[src/rtl/dlbp_pkg.sv]
// Package for the definite-length block parser: phase and role codes,
// header characters and the header digit limit. No dependencies.
package dlbp_pkg;

  // Largest count digit accepted after the hash (1 to 9)
  localparam int unsigned MAX_LENGTH_DIGITS = 9;

  localparam int unsigned LEN_W = 30;
  localparam int unsigned CNT_W = 4;

  localparam logic [7:0] HASH_CHAR  = 8'h23;
  localparam logic [7:0] ZERO_CHAR  = 8'h30;
  localparam logic [7:0] ONE_CHAR   = 8'h31;
  localparam logic [7:0] NINE_CHAR  = 8'h39;
  localparam logic [7:0] COUNT_MAX_CHAR = ZERO_CHAR + 8'(MAX_LENGTH_DIGITS);

  // Parser phase, one-hot
  typedef enum logic [3:0] {
    PH_HUNT    = 4'b0001,
    PH_COUNT   = 4'b0010,
    PH_LENGTH  = 4'b0100,
    PH_PAYLOAD = 4'b1000
  } phase_t;

  // Classification of each handled byte
  typedef enum logic [2:0] {
    ROLE_DISCARD = 3'd0,
    ROLE_HASH    = 3'd1,
    ROLE_HEADER  = 3'd2,
    ROLE_PAYLOAD = 3'd3,
    ROLE_ERROR   = 3'd4
  } role_t;

  // Input kind flag
  localparam logic KIND_BYTE    = 1'b0;
  localparam logic KIND_RESTART = 1'b1;

endpackage

[src/rtl/definite_length_block_parser_unit.sv]
// Definite-length arbitrary block parser: frames '#', count digit, length
// digits and payload out of a byte stream. Depends on dlbp_pkg.
//
// Usage:
//   Input stream (s_*): one word per byte. s_tdata carries the received byte,
//   s_tuser is the kind flag (0 = byte, 1 = restart the parser for a new
//   query). Output stream (m_*): one word per input word, in order. m_tdata
//   carries the echoed byte and the declared length, m_tuser the byte's role
//   (discarded, hash, header digit, payload, format error), m_tlast marks the
//   last byte of a complete block (the last length digit for a zero length).
//   m_tvalid rises in the cycle after acceptance. Throughput is one byte
//   per cycle: the parser state and the result register update together from
//   the accepted byte, and the next byte is taken in the same cycle that the
//   held result is taken. When the receiver stalls, the result register holds
//   and s_tready drops until it is taken.
//   Reset (rst, synchronous) returns the parser to hunting for a hash with
//   all counters cleared and empties the result register; a restart word has
//   the same effect on the parser and yields an all-zero result.
module definite_length_block_parser_unit
  import dlbp_pkg::*;
(
  input  logic        clk,
  input  logic        rst,
  // input stream
  input  logic        s_tvalid,
  output logic        s_tready,
  input  logic [7:0]  s_tdata,   // [7:0] rx_byte
  input  logic        s_tuser,   // [0] kind
  // output stream
  output logic        m_tvalid,
  input  logic        m_tready,
  output logic [39:0] m_tdata,   // [7:0] out_byte, [37:8] declared_length, [39:38] zero
  output logic [2:0]  m_tuser,   // [2:0] role
  output logic        m_tlast    // block_end
);

  // Parser state
  phase_t             phase, phase_next;
  logic [CNT_W-1:0]   digits_left, digits_left_next;
  logic [LEN_W-1:0]   length_value, length_value_next;
  logic [LEN_W-1:0]   bytes_left, bytes_left_next;

  // Result register
  logic [7:0]         out_byte, out_byte_next;
  role_t              role, role_next;
  logic               block_end, block_end_next;

  logic               accept;
  logic               is_digit;
  logic               is_count;
  logic [7:0]         digit_val;
  logic [LEN_W-1:0]   length_acc;
  logic [CNT_W-1:0]   digits_dec;

  assign s_tready = !m_tvalid || m_tready;
  assign accept   = s_tvalid && s_tready;

  // Character classes and the next length accumulation
  assign is_digit   = (s_tdata >= ZERO_CHAR) && (s_tdata <= NINE_CHAR);
  assign is_count   = (s_tdata >= ONE_CHAR) && (s_tdata <= COUNT_MAX_CHAR);
  assign digit_val  = s_tdata - ZERO_CHAR;
  assign length_acc = (length_value << 3) + (length_value << 1)
                      + {{(LEN_W-8){1'b0}}, digit_val};
  assign digits_dec = digits_left - 1'b1;

  // Next state and result for the byte at the input
  always_comb begin
    phase_next        = phase;
    digits_left_next  = digits_left;
    length_value_next = length_value;
    bytes_left_next   = bytes_left;
    out_byte_next     = s_tdata;
    role_next         = ROLE_DISCARD;
    block_end_next    = 1'b0;

    if (s_tuser == KIND_RESTART) begin
      phase_next        = PH_HUNT;
      digits_left_next  = '0;
      length_value_next = '0;
      bytes_left_next   = '0;
      out_byte_next     = '0;
    end else begin
      case (phase)
        PH_HUNT: begin
          if (s_tdata == HASH_CHAR) begin
            role_next         = ROLE_HASH;
            length_value_next = '0;
            phase_next        = PH_COUNT;
          end
        end
        PH_COUNT: begin
          if (is_count) begin
            role_next         = ROLE_HEADER;
            digits_left_next  = digit_val[CNT_W-1:0];
            length_value_next = '0;
            phase_next        = PH_LENGTH;
          end else begin
            role_next         = ROLE_ERROR;
            length_value_next = '0;
            digits_left_next  = '0;
            phase_next        = PH_HUNT;
          end
        end
        PH_LENGTH: begin
          if (is_digit) begin
            role_next         = ROLE_HEADER;
            length_value_next = length_acc;
            digits_left_next  = digits_dec;
            if (digits_dec == '0) begin
              // zero length ends the block on its last digit
              if (length_acc == '0) begin
                block_end_next = 1'b1;
                phase_next     = PH_HUNT;
              end else begin
                bytes_left_next = length_acc;
                phase_next      = PH_PAYLOAD;
              end
            end
          end else begin
            role_next         = ROLE_ERROR;
            length_value_next = '0;
            digits_left_next  = '0;
            phase_next        = PH_HUNT;
          end
        end
        PH_PAYLOAD: begin
          role_next = ROLE_PAYLOAD;
          if (bytes_left <= LEN_W'(1)) begin
            bytes_left_next = '0;
            block_end_next  = 1'b1;
            phase_next      = PH_HUNT;
          end else begin
            bytes_left_next = bytes_left - 1'b1;
          end
        end
        default: begin
          phase_next = PH_HUNT;
        end
      endcase
    end
  end

  // Advance parser state on each accepted word
  always_ff @(posedge clk) begin
    if (rst) begin
      phase        <= PH_HUNT;
      digits_left  <= '0;
      length_value <= '0;
      bytes_left   <= '0;
    end else if (accept) begin
      phase        <= phase_next;
      digits_left  <= digits_left_next;
      length_value <= length_value_next;
      bytes_left   <= bytes_left_next;
    end
  end

  // Output valid: set on accept, drop when taken with nothing new
  always_ff @(posedge clk) begin
    if (rst) begin
      m_tvalid <= 1'b0;
    end else if (accept) begin
      m_tvalid <= 1'b1;
    end else if (m_tready) begin
      m_tvalid <= 1'b0;
    end
  end

  // Hold the result payload until the next accepted word
  always_ff @(posedge clk) begin
    if (accept) begin
      out_byte  <= out_byte_next;
      role      <= role_next;
      block_end <= block_end_next;
    end
  end

  assign m_tdata = {2'b00, length_value, out_byte};
  assign m_tuser = role;
  assign m_tlast = block_end;

endmodule
[config.mk]
export PLATFORM = sky130hd
export DESIGN_NAME = definite_length_block_parser_unit
export DESIGN_NICKNAME = d
export VERILOG_FILES = /design/src/rtl/dlbp_pkg.sv /design/src/rtl/definite_length_block_parser_unit.sv
export SDC_FILE = /design/constraint.sdc
export NUM_CORES = 1
export LEC_CHECK = 0
export BUFFER_PORTS_ARGS = -buffer_cell sky130_fd_sc_hd__clkbuf_2
export CAP_MARGIN = 15
export CORE_ASPECT_RATIO = 1.5
export CORE_MARGIN = 10
export CORE_UTILIZATION = 45
export CTS_BUF_LIST = sky130_fd_sc_hd__clkbuf_16
export CTS_CLUSTER_DIAMETER = 100
export DETAILED_ROUTE_END_ITERATION = 7
export HOLD_SLACK_MARGIN = 0.05
export MAX_ROUTING_LAYER = met4
export PLACE_DENSITY_LB_ADDON = 0.08
export SLEW_MARGIN = 15
export SYNTH_ARGS = -nofsm -noshare
export SYNTH_HDL_FRONTEND = slang
export SYNTH_SLANG_ARGS = --single-unit
export TNS_END_PERCENT = 10
[constraint.sdc]
create_clock -name clk -period 5.45 [get_ports clk]
set_clock_uncertainty 0.05 [all_clocks]
set_input_delay 0.2725 -clock clk [delete_from_list [all_inputs] [get_ports clk]]
set_output_delay 0.2725 -clock clk [all_outputs]
set_load 0.01 [all_outputs]
* Word-level counts from Yosys, hierarchy flattened
Cells that the tools add are included.
Word-level totals: word-level logic and storage cells 76, flip-flop bits (word level) 81, output and inout port bits 46, bits of input ports 13
Cells by class: reduce and logical (&&, ||, !) cells 15, multiplexer cells 33, equal/unequal tests 11, add/sub/neg operators 5, order comparisons 4
Operator list (count):
- $mux 30 | 8
- $pmux 30 s3 | 1
- $pmux 30 s2 | 1
- $mux 4 | 9
- $add 30x30->30 | 1
- $add 30x8->30 | 1
- $le 30x1->1 const B | 1
- $logic_not 30->1 | 1
- $sub 30x1->30 const B | 1
- $ge 8x6->1 const B | 2
- $pmux 4 s4 | 1
- $ne 3x3->1 const B | 5
- $pmux 3 s4 | 1
- $mux 3 | 3
- $eq 8x6->1 const B | 1
- $le 8x6->1 const B | 1
- $pmux 4 s2 | 1
- $sub 8x6->8 const B | 1
- $mux 1 | 7
- $reduce_bool 3->1 | 2
- $reduce_and 5->1 | 1
- $eq 4x1->1 const B | 1
- $eq 4x2->1 const B | 1
- $eq 4x3->1 const B | 1
- other kinds (13) | 15

* Depth between registers and ports, before layout
depth in word-level cells 8, mapped depth 17, depth with buffers taken out 15

* Worst setup path after synthesis
Ideal clock, no wire load.
path type input to register, start input s_tdata[4], end register bytes_left[25], arrival time 3976 ps, stages on the path 17, required time 5268 ps, path buffers 2, library setup time 132 ps, path slack 1292 ps, cell sequence ha_1 > xor2_1 > fa_1 > inv_1 > ha_1 > a21oi_1 > o21ai_1 > a21o_1 > or3_4 > o311ai_4 > o211ai_1 > or4_4 > o21a_1 > buf_6 > buf_6 > o22ai_2 > a21oi_1
On the way: word-level cells in the longest chain between the ends 7, elaborated cells between the ends (all ways) 14, those cells by class add/sub (2); order compare (2); eq/ne (2); mux (5); reduce/logical (3)
RTL lines:
- start: declaration | line definite_length_block_parser_unit.sv:27 | input logic [7:0] s_tdata,
- branches (longest 7 deep; another with $add 30x8->30)
- end signal: assignment | line definite_length_block_parser_unit.sv:154 | bytes_left <= bytes_left_next;
- end: declaration | line definite_length_block_parser_unit.sv:41 | logic [LEN_W-1:0] bytes_left, bytes_left_next;
Several ways; the timed one is not identified. The select of a mux whose other input is x is not followed. A chain may end at the register's enable or synchronous reset.

* Final worst setup path
start register length_value[0], end register bytes_left[19]
On the way: word-level cells in the longest chain between the ends 7, elaborated cells between the ends (all ways) 10, those cells by class add/sub (2); eq/ne (1); mux (5); reduce/logical (2)
RTL lines:
- start: declaration | line definite_length_block_parser_unit.sv:40 | logic [LEN_W-1:0] length_value, length_value_next;
- start signal: assignment | line definite_length_block_parser_unit.sv:153 | length_value <= length_value_next;
- $add 30x30->30 (*) | line definite_length_block_parser_unit.sv:62 | assign length_acc = (length_value << 3) + (length_value << 1)
- $add 30x8->30 (*) | line definite_length_block_parser_unit.sv:63 | + {{(LEN_W-8){1'b0}}, digit_val};
- branches (longest 5 deep; another with $logic_not 30->1)
Every way passes the cells marked *. The select of a mux whose other input is x is not followed.

==> impl_metrics.env <==
export IMPL_worst_r2r_setup_slack_ns=0.69
export IMPL_worst_ep_required_time_ns=5.60
export IMPL_cp_start_kind="flip-flop"
export IMPL_cts_tree="yes"
export IMPL_rows=54
export IMPL_finalPower_mw=1.425
export IMPL_placement_io_buffers=56
export IMPL_wl_per_cell_um=19.53
export IMPL_swShare=0.2758
export IMPL_max_slew_margin_rel=0.3687
export IMPL_setup_tns_ns=0
export IMPL_hold_slack_ns=0.1032
export IMPL_finalSetupViolations=0
export IMPL_ys_warn_count=0
export IMPL_cts_resized=0
export IMPL_ir_drop_mv=0.1176
export IMPL_p_clk_frac=0.433
export IMPL_maxCapViolCount=0
export IMPL_drt_drc_violations_left=0
export IMPL_hpwlAfterDp_um=15860
export IMPL_die_h_um=168.1
export IMPL_syn2layout_area_growth_pct=10.95
export IMPL_netlist_instances=822
export IMPL_vias_per_cell=6.093
export IMPL_postRouteAntennaNets=0
export IMPL_syn_cell_area_um2=6584
export IMPL_max_freq_mhz=210.2
export IMPL_overflow=0
export IMPL_hold_path_class="in2reg"
export IMPL_cellPowerDensity_nw_per_um2=195.1
export IMPL_ys_flop_type="dfxtp_1"
export IMPL_gp_congestion=0.9490
export IMPL_path_class="reg2reg"
export IMPL_dr_pass1_iters=5
export IMPL_fin_crit_sh=0.8730
export IMPL_ctsHoldBuffers=0
export IMPL_cts_sink_count=81
export IMPL_core_um2=14460
export IMPL_register_area_um2=1742
export IMPL_clock_latency_ns=0.34
export IMPL_final_cell_mix="nor2_1, nand2_1, a21oi_1, dfxtp_1"
export IMPL_vias=6477
export IMPL_die_x_um=118.8
export IMPL_rsz0062_at_grt="false"
export IMPL_ys_types=78
export IMPL_slew_viol_final=0
export IMPL_antenna_found_initial=0
export IMPL_crit_path_end_kind="flip-flop"
export IMPL_period_needed_ns=4.758
export IMPL_cp_data_arrival_time_ns=4.91
export IMPL_dp_worst_setup_slack_ns=0.6437
export IMPL_grt_pass1_wl_um=32620
export IMPL_diodes=0
export IMPL_die_area_um2=19970
export IMPL_htree_levels=3
export IMPL_clockBufferDepth=2
export IMPL_initial_core_util=0.4553
export IMPL_final_common_cell="nor2_1"
export IMPL_fill_cells=1455
export IMPL_cellInternalPower_mw=1.032
export IMPL_hold_viol=0
export IMPL_grt_pass1_vias=6265
export IMPL_seq_power_share=0.443
export IMPL_cts_root_buf="clkbuf_16"
export IMPL_pin_count=59
export IMPL_worst_slack_ns=0.6923
export IMPL_p_leak_nw=3.094
export IMPL_post_cts_buffers=0
export IMPL_status="finished clean"
export IMPL_grt_max_degree=66
export IMPL_multi_input_area_um2=4509
export IMPL_clk_pin_slew_ns=0.07
export IMPL_ys_ff_latch=81
export IMPL_worst_pin_slew_ns=0.9442
export IMPL_cts_made_buffers=9
export IMPL_drt_total_wl_um=20760
export IMPL_drive_above_1_share=0.1315
export IMPL_synth_edf_count=12
export IMPL_yosysSeqAreaShare=0.2645
export IMPL_comb_power_share=0.124
export IMPL_p_sw_uw=393.1
export IMPL_fin_nets=937
export IMPL_drt_iter0_markers=412
export IMPL_avgSynthCellArea_um2=8.010
export IMPL_async_flop_share=0
export IMPL_crit_fanout=18
export IMPL_grt_util_all_layers=0.2057
## worst max-delay path: stages (launching register included)
cell	delay, ns
dfxtp_1	0.36
fa_1	0.55
inv_1	0.07
fa_1	0.45
nand2b_1	0.19
a211o_1	0.33
a31o_2	0.32
o31ai_1	0.36
o21ai_0	0.16
a221o_1	0.33
or4_4	0.46
o21a_1	0.53
nor2_4	0.33
o32ai_1	0.11
## sequential cells by signal, summed over array words and instances (netlist names)
signal,count
digits_left,4
phase,4
out_byte,8
m_tlast,1
m_tvalid,1
length_value,30
m_tuser,3
bytes_left,30
## final cells by class
class / instances / share of cell area
multi-input combinational: 663 / 0.6173
sequential: 81 / 0.2384
timing repair buffer: 68 / 0.05070
tap: 196 / 0.03357
clock buffer: 9 / 0.03083
inverter: 39 / 0.02004
clock inverter: 7 / 0.009078
## synthesized netlist by cell type (6+ instances only)
library cell,number,area (um2)
nor2_1,79,296.5
a21oi_1,69,345.3
dfxtp_1,69,1381
nand2_1,69,259.0
ha_1,56,700.7
nor3_1,40,200.2
inv_1,39,146.4
a22oi_1,36,270.3
o21ai_0,35,175.2
clkbuf_1,25,93.84
xor2_1,22,192.7
nand3_1,20,100.1
a211oi_1,19,142.6
xnor2_1,19,166.4
nor4_1,13,81.33
and2_1,12,75.07
edfxtp_1,12,360.4
nor2b_1,10,62.56
o211ai_1,10,75.07
nor3_2,9,90.09
or3_1,9,56.30
a21o_1,8,60.06
buf_2,8,40.04
nand2b_1,8,50.05
nand4_1,7,43.79
fa_1,6,120.1
o21ai_1,6,30.03
or4_1,6,45.04
## per-stage QoR
step | util | cells | area, um2
after floorplan | - | 823 | 6588
after global placement | 0.4850 | 1047 | 7013
after detailed placement | 0.4850 | 1047 | 7013
after CTS | 0.5052 | 1063 | 7305
after global routing | 0.5052 | 1063 | 7305
final | 0.5052 | 1063 | 7305
## path summary, 6_finish.rpt
path / start / endpoint / cells past startpoint
worst max-delay path: length_value[0]$_SDFFE_PP0P_ / bytes_left[19]$_SDFFE_PP0P_ / 13
worst min register to register: length_value[6]$_SDFFE_PP0P_ / length_value[6]$_SDFFE_PP0P_ / 2
worst max register to register: length_value[0]$_SDFFE_PP0P_ / bytes_left[19]$_SDFFE_PP0P_ / 13
worst min-delay path: s_tvalid / m_tvalid$_SDFFE_PP0P_ / 3
## logic make-up (layout without fill, tap and decap cells)
group,after synthesis,in the layout,synth area share
buf+inv,79,123,0.05169
other cells,1,2,0.0005696
xor+xnor,41,41,0.05454
mux,6,6,0.009312
fa+ha+maj,62,62,0.1247
simple gates,309,309,0.2417
compound gates,243,243,0.2529
flops,81,81,0.2645
## power groups by stage
stage | combinational, mW | clock, mW | sequential, mW
2_1_floorplan | 0.123 | 0 | 0.645
3_3_place_gp | 0.172 | 0 | 0.644
3_5_place_dp | 0.174 | 0 | 0.645
4_1_cts | 0.175 | 0.632 | 0.631
5_1_grt | 0.194 | 0.656 | 0.633
6_report | 0.177 | 0.617 | 0.631
## per-layer routing
metal | global-route usage | routed length [um] | vias up | share of wire
met5 | - | 0 | - | 0
met4 | 0.1236 | 1116 | 0 | 0.054
met3 | 0.03348 | 912 | 64 | 0.044
met2 | 0.3574 | 10520 | 205 | 0.51
met1 | 0.2145 | 8208 | 3090 | 0.40
li1 | - | - | 3118 | -
Note: power is estimated with default switching activity, not from simulation.
